**src/rtl/gpcd_pkg.sv**
```systemverilog
// Shared types and constants for the gradient predict / color decode block.
// Used by every module under rtl/ except gpcd_ram; depends on nothing.
`default_nettype none

package gpcd_pkg;

	// Field and register widths
	localparam int PLANE_W  = 8;
	localparam int PIXEL_W  = 3 * PLANE_W;
	localparam int WIDTH_W  = 13;
	localparam int HEIGHT_W = 16;
	localparam int CFG_IDX_W  = 2;
	localparam int CFG_DATA_W = 16;

	// Defaults
	localparam int MAX_WIDTH_DEF = 4096;
	localparam logic [WIDTH_W-1:0]  WIDTH_RST  = 13'd640;
	localparam logic [HEIGHT_W-1:0] HEIGHT_RST = 16'd480;

	// Reconstruction offset added to every predicted (non-bypass) byte
	localparam logic [PLANE_W-1:0] REC_OFFSET = 8'h80;

	// Configuration register indexes
	localparam logic [CFG_IDX_W-1:0] REG_IMAGE_WIDTH  = 2'd0;
	localparam logic [CFG_IDX_W-1:0] REG_IMAGE_HEIGHT = 2'd1;

	// Per-pixel control carried down the pipeline
	typedef struct packed {
		logic bypass;     // first row or first column: codes pass unchanged
		logic frame_end;  // last pixel of the frame
	} pix_ctl_t;

endpackage

`default_nettype wire

```
**src/rtl/gpcd_color.sv**
```systemverilog
// Merge stage: reversible color transform over the three reconstructed planes.
// Depends on gpcd_pkg.
`default_nettype none

module gpcd_color (
	input  wire logic [gpcd_pkg::PIXEL_W-1:0] rec,
	output      logic [gpcd_pkg::PIXEL_W-1:0] pix   // first, second, third from bit 0
);

	logic [7:0]        p0, p1, p2, q, g;
	logic signed [8:0] sum;
	logic signed [8:0] sum_q4;

	// r and b as offset bytes, g = p0 - floor((r + b) / 4)
	always_comb begin
		p0     = rec[7:0];
		p1     = rec[15:8]  ^ gpcd_pkg::REC_OFFSET;
		p2     = rec[23:16] ^ gpcd_pkg::REC_OFFSET;
		sum    = 9'($signed(p1)) + 9'($signed(p2));
		sum_q4 = sum >>> 2;
		q      = sum_q4[7:0];
		g      = p0 - q;
		pix    = {p2 + g, g, p1 + g};
	end

endmodule

`default_nettype wire

```
**config.mk**
```make
export PLATFORM = sky130hd
export DESIGN_NAME = gpcd_color
export DESIGN_NICKNAME = d
export VERILOG_FILES = /design/src/rtl/gpcd_pkg.sv /design/src/rtl/gpcd_color.sv
export SDC_FILE = /design/constraint.sdc
export NUM_CORES = 1
export LEC_CHECK = 0
export ABC_AREA = 1
export CAP_MARGIN = 20
export CORE_AREA = 2 2 64 66
export DETAILED_ROUTE_END_ITERATION = 12
export DIE_AREA = 0 0 66 68
export DONT_BUFFER_PORTS = 1
export GPL_ROUTABILITY_DRIVEN = 0
export PLACE_DENSITY = 0.55
export SYNTH_ARGS = -nofsm -noshare
export SYNTH_HDL_FRONTEND = slang
export SYNTH_SLANG_ARGS = --single-unit
```
**constraint.sdc**
```tcl
create_clock -name vclk -period 4.9
set_clock_uncertainty 0.15 [all_clocks]
set_input_delay 0.98 -clock vclk [all_inputs]
set_output_delay 0.98 -clock vclk [all_outputs]
set_load 0.02 [all_outputs]
```
* Yosys cells after proc, flatten, opt, wreduce, memory -nomap -nowiden
Index checks and enable logic that the tools add are counted.
Widths: inputs -> output; s select.
** Cells by class
- Reductions and logical operators :: 0
- $mul :: 0
- Multiplexer cells :: 0
- Eq/ne operators :: 0
- Bitwise gates (word level) :: 2
- Shifts and indexed selects :: 0
- Add/subtract/negate cells :: 4
- Divide/modulo/power cells :: 0
- Magnitude comparators :: 0
** Operator list (number)
- $add 8x8->8 :: 2
- $add 8x8->9 :: 1
- $sub 8x8->8 :: 1
- $not 1->1 :: 2
** Storage, ports and cells
- Bits in latches :: 0
- Word-level logic and storage cells :: 6
- ROM bits :: 0
- Bits in writable memories :: 0
- Bits in registers :: 0
- Memories kept :: 0
- Bits of input ports :: 24

* Logic depth before layout (Yosys ltp)
- Word-level depth :: 4
- Mapped depth :: 26

* Least setup slack after synthesis
No wires, ideal clock.
- Path kind :: in2out
- From :: in rec[9] (netlist name)
- To :: out pix[23] (netlist name)
- Required time :: 3770 ps
- Setup slack :: -445 ps
- Stages :: 21
- Arrival :: 4215 ps
- Cell sequence :: ha_1 -> nand3_1 -> nand2_2 -> a21o_1 -> xnor2_1 -> inv_1 -> fa_1 -> o21ai_0 -> nand2_1 -> nand2_1 -> a21oi_1 -> xnor2_1 -> ha_1 -> a21oi_1 -> o21a_1 -> nand2_1 -> nand2_1 -> nand2_1 -> inv_1 -> nand3_1 -> nand2_1
** Between the ends
- Word-level cells in the longest chain between the ends :: 3
** RTL lines
- start, declared :: line gpcd_color.sv:6 : input wire logic [gpcd_pkg::PIXEL_W-1:0] rec,
- $add 8x8->9 :: line gpcd_color.sv:19 : sum = 9'($signed(p1)) + 9'($signed(p2));
- $sub 8x8->8 :: line gpcd_color.sv:22 : g = p0 - q;
- named net pix, one bit :: line gpcd_color.sv:7 : output logic [gpcd_pkg::PIXEL_W-1:0] pix
- $add 8x8->8 :: line gpcd_color.sv:23 : pix = {p2 + g, g, p1 + g};
- end, declared :: line gpcd_color.sv:7
The timed path passes the listed nets, and every way through them passes these cells.

* Worst setup path after layout
- From :: in rec[9] (netlist name)
- To :: out pix[23] (netlist name)
** Between the ends
- Word-level cells in the longest chain between the ends :: 3
** RTL lines (line)
- $add 8x8->9 :: gpcd_color.sv:19
- $sub 8x8->8 :: gpcd_color.sv:22
- $add 8x8->8 :: gpcd_color.sv:23
Every way passes these cells.

==> impl_metrics.toml <==
[floorplan]
dieArea_sq_um = 4490
fp.dieH_um = 68
start_util = 0.317
num_rows = 23
core-area_sq_um = 3860
die_x_um = 66
pin_count = 48

[grt]
grt_pass1_wl_mm = 4.75
grt_usage = 0.132
grt_overflow = 0
grt_max_degree = 7
grt_pass1_vias = 1147
antenna_found_initial = 0

[status]
outcome = "complete, no violations"

[pwr]
irDropWorstVdd_mv = 0.203
power_density_nw_per_um2 = 589
p_leak_nw = 1.01

[min_path]
whs_endpoint = "pix[0]"
hold_depth = 1
min_from = "rec[8]"
hp-class = "in2out"

[detailed_routing]
drc_errors = 0
wire_per_inst_um = 12.1
drt_iter0_drc = 35
antenna_left = 0
first_pass_iters = 4
via_count = 1369
via_per_inst = 4.82
wl_mm = 3.44

[logic_synthesis]
synth_area_leader_cell = "ha_1"
synthDistinctLibCells = 20
yosys-top-cells-area = "ha_1, nand2_1, inv_1, nand3_1, a21oi_1"
synth.top_cell.area_share = 0.287
synth.cell_area_sq_um = 1220
yosysWarnings = 0
netlist_instances = 188
seq_area_frac_synth = 0
synth_fp_nets = 243
avgSynthCellArea_sq_um = 6.50

[critical_path]
crit_fanout = 3
crit_path_end_kind = "output port"
crit_required_ns = 3.77
crit_arrival_ns = 3.75
crit_type = "in2out"
cp-start-kind = "input pin"

[finish]
mostFrequentLayoutCell = "buf_4"
final_nets = 291
drive_gt1_frac = 0.449
multiInputGateArea_sq_um = 1400
diodes = 0
seq_cells = 0
finish.utilization = 0.502
n_fill_cell = 389
layout_common_cells = "buf_4, nand2_1, inv_1"
area.sequential_sq_um = 0
syn2layout_area_growth_pct = 58.5
nClkBuffers = 0

[flow_run]
cap_violations = 0

[placed_design]
port_buffers = 0
dp_hpwl_mm = 2.73

[sta]
tightest_slew_ns = 0.249
min_period_ns = 4.88
rsz0062_at_grt = "yes"
relSlewSlack = 0.834
tns_ns = 0
setup_viol = 0
fmax_mhz = 205
fin_crit_sh = 0.996
report.final.slew_viol_count = 0
final-hold-violation-count = 0

[clock_network]
cts_hold_buf = 0
through the flow:
stage	hold slack, ns	area, sq um	power (mW)	worst slack (ns)	instances
5_1_grt	2.03	1940	1.23	-0.159	284
4_1_cts	2.02	1710	1.01	0.00185	279
6_report	2.03	1940	1.14	0.0212	284
2_1_floorplan	2.02	1290	0.623	-0.0412	188
3_3_place_gp	2.03	1640	0.970	-0.0216	277
3_5_place_dp	2.02	1640	0.976	-0.0482	277
synth_stat cells, drive strengths merged:
master,count
nand4,2
fa,3
nand3,23
nand2,45
o21ai,6
xor2,10
a21oi,22
inv,34
xnor2,9
nor3,1
a21o,1
o21a,2
a31oi,1
ha,28
o21bai,1
per-layer routing:
metal  track usage  routed length, um
met1         0.165               1450
met2         0.249               1800
met3        0.0148                158
met4        0.0153                 38
met5             0                  0
area by class of cell:
class                      instances  area share
inverter                          34      0.0659
timing repair buffer              46       0.178
multi-input combinational        154       0.723
tap                               50      0.0323
worst max-delay path, cell delays in order:
cell and delay [ns]:
ha_4 0.22, nand3_2 0.06, nand2_2 0.07, nand2_2 0.09, nand2_2 0.06, nand2_2 0.08
nand2_2 0.07, nand2_4 0.08, nand2_4 0.06, a21oi_2 0.13, xor2_1 0.17, ha_1 0.30
a21oi_2 0.18, xnor2_2 0.16, ha_1 0.31, a21oi_2 0.13, o21a_1 0.15, nand2_1 0.06
nand2_1 0.07, nand2_2 0.06, inv_2 0.05, nand3_2 0.09, nand2_4 0.10
how the worst max path moves through the flow:
stage / startpoint / endpoint / slack [ns] / cells after the start
3_5_place_dp: rec[10] / pix[7] / -0.05 / 25
3_3_place_gp: rec[9] / pix[7] / -0.02 / 22
2_1_floorplan: rec[9] / pix[7] / -0.04 / 21
6_report: rec[9] / pix[23] / 0.02 / 23
5_1_grt: rec[17] / pix[23] / -0.16 / 21
4_1_cts: rec[9] / pix[7] / 0.002 / 23
report_power, final:
part / leakage (nW) / internal (mW) / total, mW / switching [mW]
Combinational: 1.01 / 0.535 / 1.14 / 0.606
Sequential: 0 / 0 / 0 / 0
Clock: 0 / 0 / 0 / 0
logic make-up (layout without fill, tap and decap cells):
logic type      Yosys count  count (layout)  synth area share
compound gates           33              33             0.156
buf+inv                  34              80             0.105
fa+ha+maj                31              31             0.336
simple gates             71              71             0.267
xor+xnor                 19              19             0.136
what timing repair did:
| action | 4_1_cts | 5_1_grt |
|---|---|---|
| pin swaps | 14 | 29 |
| resized for setup | 7 | 38 |
| cloned | 0 | 0 |
| endpoints found under the setup margin | 2 | 6 |
| buffers inserted | 2 | 5 |
Power figures use the tool's default switching activity.
