$ cat config.mk
export PLATFORM = sky130hd
export DESIGN_NAME = gpcd_lane
export DESIGN_NICKNAME = d
export VERILOG_FILES = /design/src/rtl/gpcd_pkg.sv /design/src/rtl/gpcd_lane.sv
export SDC_FILE = /design/constraint.sdc
export NUM_CORES = 1
export LEC_CHECK = 0
export ABC_AREA = 1
export BUFFER_PORTS_ARGS = -buffer_cell sky130_fd_sc_hd__buf_4
export CAP_MARGIN = 10
export CORE_UTILIZATION = 50
export DETAILED_ROUTE_END_ITERATION = 10
export PLACE_DENSITY = 0.71
export RECOVER_POWER = 25
export SYNTH_ARGS = -nofsm -noshare
export SYNTH_HDL_FRONTEND = slang
export SYNTH_SLANG_ARGS = --single-unit
export TNS_END_PERCENT = 5
$ cat constraint.sdc
create_clock -name vclk -period 8.7
set_input_delay 0.435 -clock vclk [all_inputs]
set_output_delay 0.435 -clock vclk [all_outputs]
set_load 0.02 [all_outputs]
$ cat src/rtl/gpcd_pkg.sv
// Shared types and constants for the gradient predict / color decode block.
// Used by every module under rtl/ except gpcd_ram; depends on nothing.
`default_nettype none

package gpcd_pkg;

	// Field and register widths
	localparam int PLANE_W  = 8;
	localparam int PIXEL_W  = 3 * PLANE_W;
	localparam int WIDTH_W  = 13;
	localparam int HEIGHT_W = 16;
	localparam int CFG_IDX_W  = 2;
	localparam int CFG_DATA_W = 16;

	// Defaults
	localparam int MAX_WIDTH_DEF = 4096;
	localparam logic [WIDTH_W-1:0]  WIDTH_RST  = 13'd640;
	localparam logic [HEIGHT_W-1:0] HEIGHT_RST = 16'd480;

	// Reconstruction offset added to every predicted (non-bypass) byte
	localparam logic [PLANE_W-1:0] REC_OFFSET = 8'h80;

	// Configuration register indexes
	localparam logic [CFG_IDX_W-1:0] REG_IMAGE_WIDTH  = 2'd0;
	localparam logic [CFG_IDX_W-1:0] REG_IMAGE_HEIGHT = 2'd1;

	// Per-pixel control carried down the pipeline
	typedef struct packed {
		logic bypass;     // first row or first column: codes pass unchanged
		logic frame_end;  // last pixel of the frame
	} pix_ctl_t;

endpackage

`default_nettype wire

$ cat src/rtl/gpcd_lane.sv
// One plane lane: gradient predictor and byte reconstruction.
// Depends on gpcd_pkg.
`default_nettype none

module gpcd_lane (
	input  wire logic [gpcd_pkg::PLANE_W-1:0] code,
	input  wire logic [gpcd_pkg::PLANE_W-1:0] up,
	input  wire logic [gpcd_pkg::PLANE_W-1:0] left,
	input  wire logic [gpcd_pkg::PLANE_W-1:0] upleft,
	input  wire logic                         bypass,
	output      logic [gpcd_pkg::PLANE_W-1:0] rec
);

	logic signed [9:0]  du, dl;
	logic signed [10:0] dsum;
	logic [9:0]         d_abs, du_abs, dl_abs;
	logic [gpcd_pkg::PLANE_W-1:0] pred;

	// Differences against the up-left neighbor
	always_comb begin
		du   = $signed({2'b00, up})   - $signed({2'b00, upleft});
		dl   = $signed({2'b00, left}) - $signed({2'b00, upleft});
		dsum = 11'(du) + 11'(dl);
		du_abs = du[9]   ? 10'(-du)   : 10'(du);
		dl_abs = dl[9]   ? 10'(-dl)   : 10'(dl);
		d_abs  = dsum[10] ? 10'(-dsum) : dsum[9:0];
	end

	// Gradient selection
	always_comb begin
		if (d_abs >= du_abs && dl_abs >= du_abs) begin
			pred = left;
		end else if (d_abs < dl_abs) begin
			pred = upleft;
		end else begin
			pred = up;
		end
	end

	assign rec = bypass ? code : (code + pred + gpcd_pkg::REC_OFFSET);

endmodule

`default_nettype wire

---- After elaboration in Yosys (flattened, before gate mapping) ----
Index checks and enable logic that the tools add are counted.
word-level totals
  logic and storage cells ................. 18
  flip-flop bits (word level) ............. 0
operators by class
  add/sub/neg operators ................... 8
  reductions and logical operators ........ 1
  order comparisons ....................... 3
  muxes and demuxes ....................... 6
operators with widths
  kind                                         count
  10-bit two-way mux                           3
  8-bit two-way mux                            3
  10-bit >= comparator                         2
  9-bit negator with 10-bit output             2
  8-bit by 8-bit subtractor with 9-bit output  2
  9-bit by 9-bit adder with 10-bit output      1
  10-bit < comparator                          1
  10-bit negator                               1
  8-bit adder                                  1
  8-bit adder (second input constant)          1
  1-bit logical AND                            1

---- Longest topological paths before layout ----
Gate-level depths: netlist of run 1.
  depth after elaboration ................. 10
  gate-level depth with buffers ........... 50

---- Worst setup path after synthesis of run 1 ----
No wires, ideal clock.
  path kind ............................... input port to output port
  from .................................... input port up[0] (netlist bit)
  to ...................................... output port rec[7] (netlist bit)
  path slack .............................. 2,120 ps
  cell stages on the path ................. 46
  data required time ...................... 8,265 ps
  path buffers ............................ 1
  data arrival time ....................... 6,145 ps
  cells stage by stage .................... inv_1 > ha_1 > inv_1 > fa_1 > nand3_1 > nand3_1 > nand2_1 > nand2_1 > a21oi_2 > ha_1 > inv_1 > nor3_1 > a22oi_1 > nand2_2 > nand2_1 > xor2_1 > inv_1 > ha_1 > (+10 left out) > inv_4 > buf_6 > nand2_1 > o31ai_1 > ha_1 > ha_1 > fa_1 > inv_1 > o31ai_1 > inv_1 > nor2_1 > nor2_1 > o21bai_1 > xor2_1 > inv_1 > nand3_1 > nand3_1 > nand2_1
between the ends
  word-level cells in the longest chain between the ends .. 10
  elaborated cells between the ends (all ways) .. 15
RTL lines
  element                                                      line                              RTL
  start: declaration                                           gpcd_lane.sv:7                    input wire logic [gpcd_pkg::PLANE_W-1:0] up,
  8-bit by 8-bit subtractor with 9-bit output                  gpcd_lane.sv:21                   du = $signed({2'b00, up}) - $signed({2'b00, upleft});
  9-bit by 9-bit adder with 10-bit output                      gpcd_lane.sv:23                   dsum = 11'(du) + 11'(dl);
  10-bit negator                                               gpcd_lane.sv:26                   d_abs = dsum[10] ? 10'(-dsum) : dsum[9:0];
  10-bit two-way mux                                           gpcd_lane.sv:26
  10-bit < comparator or 10-bit >= comparator (tied branches)  gpcd_lane.sv:33, gpcd_lane.sv:31
  8-bit two-way mux or 1-bit logical AND (tied branches)       gpcd_lane.sv:33, gpcd_lane.sv:31
  8-bit two-way mux *                                          gpcd_lane.sv:31                   if (d_abs >= du_abs && dl_abs >= du_abs) begin
  8-bit adder * (2 in series)                                  gpcd_lane.sv:40                   assign rec = bypass ? code : (code + pred + gpcd_pkg::REC_OFFSET);
  8-bit two-way mux *                                          gpcd_lane.sv:40
  end: declaration                                             gpcd_lane.sv:11                   output logic [gpcd_pkg::PLANE_W-1:0] rec
Mark *: on every way between the ends. The rest lies on a longest branch, timed or not.

---- Final worst setup path of run 1 ----
  from .................................... input port left[0] (netlist bit)
  to ...................................... output port rec[7] (netlist bit)
between the ends
  word-level cells in the longest chain between the ends .. 10
  elaborated cells between the ends (all ways) .. 15
RTL lines
  element                                                      line                              RTL
  start: declaration                                           gpcd_lane.sv:8                    input wire logic [gpcd_pkg::PLANE_W-1:0] left,
  8-bit by 8-bit subtractor with 9-bit output                  gpcd_lane.sv:22                   dl = $signed({2'b00, left}) - $signed({2'b00, upleft});
  9-bit by 9-bit adder with 10-bit output                      gpcd_lane.sv:23
  10-bit negator                                               gpcd_lane.sv:26
  10-bit two-way mux                                           gpcd_lane.sv:26
  10-bit < comparator or 10-bit >= comparator (tied branches)  gpcd_lane.sv:33, gpcd_lane.sv:31
  8-bit two-way mux or 1-bit logical AND (tied branches)       gpcd_lane.sv:33, gpcd_lane.sv:31
  8-bit two-way mux *                                          gpcd_lane.sv:31
  8-bit adder * (2 in series)                                  gpcd_lane.sv:40
  8-bit two-way mux *                                          gpcd_lane.sv:40
Marks and branches as above.

==> results of run 1 <==
==> worst paths after layout <==
check                from  endpoint  slack [ns]
setup / recovery  left[0]    rec[7]        1.05
hold / removal    code[0]    rec[0]        1.18
==> kinds of logic (layout without fill, tap and decap cells) <==
kind of cell	Yosys count	in the layout	synth area share, %
other	2	4	0.2431
muxes	1	1	0.3240
adders and majority gates	71	71	29.73
xor gates and xnor gates	30	30	8.749
AOI/OAI and AO/OA	69	69	13.93
buffers and inverters	100	139	12.47
and+or+nand+nor	227	227	34.55
==> metal layers <==
| layer | routed length (µm) | share of wire, % |
|---|---|---|
| met1 | 3903 | 51 |
| met2 | 3377 | 44 |
| met3 | 286 | 3.8 |
| met4 | 43 | 0.56 |
| met5 | 0 | 0 |
==> cell usage after synthesis, types with 2 or more instances <==
cell,number
o31ai_2,2
xor2_1,23
a21boi_0,2
nand2_1,119
o21bai_1,5
a21o_1,3
nor2_1,33
o21ai_0,12
nand3_1,23
nand3b_1,2
a21oi_1,27
nor3_1,6
fa_1,4
xnor2_1,6
conb_1,2
nand4_1,11
inv_1,88
inv_2,8
nand2_2,20
o21a_1,2
nand2_4,4
nand3_2,5
o31ai_1,9
a21oi_2,2
ha_1,67
==> placed cells by master, fill, tap and decap left out <==
master / synthesis / layout
a21oi_2: 2 / 2
nor2_4: 1 / 1
or2_2: 1 / 1
nand2_4: 4 / 4
a21o_1: 3 / 3
o21a_1: 2 / 2
nand2_2: 20 / 19
nand3_2: 5 / 5
a21oi_1: 27 / 27
a31oi_1: 1 / 1
ha_1: 67 / 67
nand3_1: 23 / 23
inv_4: 1 / 1
o31ai_2: 2 / 2
mux2i_1: 1 / 1
nand2_1: 119 / 120
xnor2_2: 1 / 1
nor3_2: 1 / 1
clkinv_1: 1 / 1
o21ai_1: 1 / 1
xnor2_1: 6 / 6
a211oi_1: 1 / 1
nand3b_1: 2 / 2
inv_1: 88 / 88
o21bai_1: 5 / 5
conb_1: 2 / 4
inv_2: 8 / 8
nand2_8: 1 / 1
o31ai_1: 9 / 9
o21ai_0: 12 / 12
xor2_1: 23 / 23
fa_1: 4 / 4
nor2_1: 33 / 33
a22oi_1: 1 / 1
a21boi_0: 2 / 2
nor3_1: 6 / 6
a221oi_1: 1 / 1
nand4_1: 11 / 11
buf_4: 0 / 41
==> layout make-up <==
class              count  area, µm²
inverters             98      370.4
multi-input cells    402       2709
repair buffers        41      307.8
well taps             75      93.84
fillers              609       2475
==> tightest hold or removal path, stage by stage <==
cell and delay (ns):
buf_4 0.09, nand2_1 0.04, nand2_1 0.05, buf_4 0.13
==> power by group <==
part	switching [mW]	internal, mW	leakage, nW
Combinational	0.559	0.374	2.08
Sequential	0	0	0
Clock	0	0	0
==> impl_metrics.toml, run 1 <==
[routing]
first_pass_iters = 5
ant_nets = 0
drt-wirelength-per-cell_um = 12.36
wl_um = 7611
drtIter0Drc = 245
drcViolationCount = 0
viasPerCell = 5.167
vias = 3183

[worst_setup_path]
cp_max_fo = 16
path_delay_family = "adder cells"
path_buf_inv = 12
worstPathArrival_ns = 7.21
critPathKind = "in2out"
cp.depth = 46
start_kind = "primary input"
crit_slowest_cell = "fa_1"
cpMostUsedCell = "inv_1"
critPathMaxStageDelay_ns = 0.47
crit_path_end_kind = "primary output"
required_ns = 8.27

[cells_and_area]
syn2layout_area_growth_pct = 12.68
design.seq.count = 0
post-route-util_pct = 58.45
nClkBuffers = 0
nNetsFinal = 647
seq_area_um2 = 0
fin_cells = 616
drive_gt1_share_pct = 16.08
fin_area_mm2 = 0.003481
diodes = 0

[power_and_ir_drop]
ir_drop_uv = 153.0
finalPower_mw = 0.9332
power.leakage_nw = 2.076
p_per_area_mw_per_mm2 = 268.1

[placed_design]
dp_slack_ns = 1.115
post-dp-hpwl_um = 6976
gp_congestion = 0.9034
dp.cells = 616
placed_cell_area_mm2 = 0.003483
io_buffers = 41

[floorplan]
num_rows = 28
core_mm2 = 0.005956
dieArea_mm2 = 0.006496
ios = 41
die_y_um = 80.60
start_util_pct = 51.87
fp.dieW_um = 80.60

[grt]
grt_pass1_wl_um = 13080
gr-usage-met2_pct = 42.97
grt_pass1_vias = 2909
grt_max_degree = 17
gr-total-overflow = 0
antenna_found_initial = 0
use_met3_pct = 0.1136
track_usage_pct = 24.88
use_met1_pct = 36.11
top_usage_layer = "met2"

[sta]
min_period_over_period_pct = 87.88
setup_viol = 0
period_minus_slack_ns = 7.646
whs_ns = 1.184
fin_ws_ns = 1.054
clock.fmax_ghz = 0.1308
tns_ns = 0
final-max-slew-violation-count = 0
hold_violations = 0
rsz0062_at_grt = "no"

[synth]
syn-instance-count = 500
synth_top_area_cell = "ha_1"
avgSynthCellArea_um2 = 6.178
ys_types = 40
synth_warnings = 0
netlist_top_cells_area = "ha_1 (27%), nand2_1 (14%), inv_1 (11%)"
netlist.area_leader.share_pct = 27.14
netlist_area_mm2 = 0.003089
yosysSeqAreaShare_pct = 0

[clock_tree]
postCtsSetupBuffers = 0
cts_resized = 0
postCtsHoldBufs = 0

[worst_hold_path]
hp-class = "in2out"
min_path_cells = 4

[outcome]
status = "finished clean"

[job]
cap_violations = 0
(Power assumes the default switching activity.)
==> inputs of run 2 (changes only) <==
--- a/config.mk
+++ b/config.mk
@@ -5,13 +5,13 @@
 export SDC_FILE = /design/constraint.sdc
 export NUM_CORES = 1
 export LEC_CHECK = 0
-export ABC_AREA = 1
 export BUFFER_PORTS_ARGS = -buffer_cell sky130_fd_sc_hd__buf_4
 export CAP_MARGIN = 10
 export CORE_UTILIZATION = 50
 export DETAILED_ROUTE_END_ITERATION = 10
 export PLACE_DENSITY = 0.71
 export RECOVER_POWER = 25
+export SLEW_MARGIN = 20
 export SYNTH_ARGS = -nofsm -noshare
 export SYNTH_HDL_FRONTEND = slang
 export SYNTH_SLANG_ARGS = --single-unit
==> run 2 against run 1 <==
Compared with the run above:
- design area increased by 1.2%
- sequential share of layout area is the same
- area after synthesis is 7.9% lower
- critical endpoint unchanged
- largest cell class unchanged
==> impl_metrics.toml, run 2 <==
[floorplan]
fp.dieW_um = 77.44
start_util_pct = 51.67
ios = 41
num_rows = 27
dieArea_mm2 = 0.005996
core_mm2 = 0.005507
die_y_um = 77.44

[synth]
netlist_top_cells_area = "ha_1 (29%), xnor2_1 (8.0%), nor2_1 (5.0%)"
synth_top_area_cell = "ha_1"
synthTopCellsByCount = "ha_1 (67), nor2_1 (38), inv_1 (33)"
netlist.area_leader.share_pct = 29.46
yosysMostFrequentCell = "ha_1"
yosysSeqAreaShare_pct = 0
syn-instance-count = 380
synth_warnings = 0
netlist_area_mm2 = 0.002845
avgSynthCellArea_um2 = 7.487
ys_types = 53

[grt]
antenna_found_initial = 0
gr-total-overflow = 0
track_usage_pct = 22.85
grt_max_degree = 17
grt_pass1_wl_um = 11560
grt_pass1_vias = 2744

[sta]
tightest_slew_ns = 0.5092
min_period_over_period_pct = 96.51
slew_headroom_pct = 65.61
hold_violations = 0
final-max-slew-violation-count = 0
clock.fmax_ghz = 0.1191
setup_viol = 0
whs_ns = 1.197
period_minus_slack_ns = 8.397

[cells_and_area]
nClkBuffers = 0
post-route-util_pct = 63.94
syn2layout_area_growth_pct = 23.75
nNetsFinal = 549
design.seq.count = 0
layout_commonest_cell = "ha_1"
final_cell_mix = "ha_1 (67), buf_4 (64), nor2_1 (38), inv_1 (33), xnor2_1 (25)"
diodes = 0
fin_cells = 515
fin_area_mm2 = 0.003521
drive_gt1_share_pct = 21.90
seq_area_um2 = 0

[power_and_ir_drop]
power.leakage_nw = 1.735
p_seq_share_pct = 0
pwr-share-comb_pct = 100.0
sw_frac_of_total_pct = 52.51
p_clk_share_pct = 0
ir_drop_uv = 275.3
p_sw_mw = 0.7058
p_int_mw = 0.6383
p_per_area_mw_per_mm2 = 381.7
finalPower_mw = 1.344

[worst_setup_path]
path_delay_family = "compound AO/OA/AOI/OAI gates"
cp_max_fo = 16
worstPathArrival_ns = 7.96
critPathKind = "in2out"
path_buf_inv = 5
crit_path_end_kind = "primary output"
start_kind = "primary input"
critPathMaxStageDelay_ns = 0.41
cpMostUsedCell = "ha_1"
setup.worst_path.start = "up[0]"
crit_slowest_cell = "o32a_4"
required_ns = 8.27

[routing]
first_pass_iters = 4
ant_nets = 0
drt-wirelength-per-cell_um = 13.93
drtIter0Drc = 86
viasPerCell = 5.536
wl_um = 7173
vias = 2851
drcViolationCount = 0

[placed_design]
gp_congestion = 0.8713
io_buffers = 41
dp.cells = 506
post-dp-hpwl_um = 6020
placed_cell_area_mm2 = 0.003348

[outcome]
status = "finished clean"

[worst_hold_path]
min_to = "rec[6]"
hp-class = "in2out"
hp-start = "code[6]"
min_path_cells = 4

[job]
cap_violations = 0
-- run 2: changes by cell type in the layout (fill, tap and decap cells not counted), moves of 10 or more --
cell,previous run,this run
a21o_1,3,13
buf_4,41,64
inv_1,88,33
nand2_1,120,22
nand2_2,19,0
nand3_1,23,5
o21a_1,2,12
o21ai_1,1,13
xnor2_1,6,25
xor2_1,23,13
-- run 2: cell type report --
| cell class | instances | area (µm²) |
|---|---|---|
| fill | 513 | 1986 |
| inverter | 33 | 123.9 |
| tap | 72 | 90.09 |
| timing repair buffer | 67 | 508.0 |
| multi-input combinational | 343 | 2799 |
-- run 2: timing repair --
item                                    CTS  global route
hold buffers                              0             0
setup buffers                             0             8
endpoints found under the setup margin    1             1
resized for setup                         2            23
pin swaps                                 0            11
cloned                                    0             1
-- run 2: worst max-delay path by stage --
stage	endpoint	cells past startpoint
after floorplan	rec[7]	37
after global placement	rec[7]	38
after detailed placement	rec[7]	38
after CTS	rec[7]	36
after global routing	rec[7]	39
final	rec[7]	36
-- run 2: per-layer routing --
| layer | vias to the layer above | part of all wire (%) | wire length [µm] | GRT usage, % |
|---|---|---|---|---|
| met3 | 9 | 3.4 | 244 | 1.529 |
| met2 | 55 | 51 | 3624 | 44.42 |
| met4 | 0 | 1.5 | 110 | 2.642 |
| met1 | 1289 | 45 | 3194 | 27.74 |
| met5 | - | 0 | 0 | 0 |
| li1 | 1498 | - | - | - |
-- run 2: cell families after synthesis --
family | after synthesis | share of synthesized area [%]
compound gates | 109 | 26.56
simple gates | 108 | 18.60
fa+ha+maj | 71 | 32.28
xor+xnor | 40 | 12.58
buf+inv | 39 | 5.409
mux | 11 | 4.309
other cells | 2 | 0.2640
-- run 2: metrics by stage --
stage	worst slack, ns	setup TNS [ns]
after floorplan	0.1770	0
after global placement	0.1201	0
after CTS	0.02812	0
after detailed placement	-0.04774	-0.04774
after global routing	-0.1117	-0.1117
final	0.3034	0
-- run 2: power groups by stage --
stage / clock network [mW] / logic, mW / registers, mW
3_5_place_dp: 0 / 1.15 / 0
6_report: 0 / 1.34 / 0
5_1_grt: 0 / 1.49 / 0
2_1_floorplan: 0 / 0.870 / 0
3_3_place_gp: 0 / 1.13 / 0
4_1_cts: 0 / 1.18 / 0
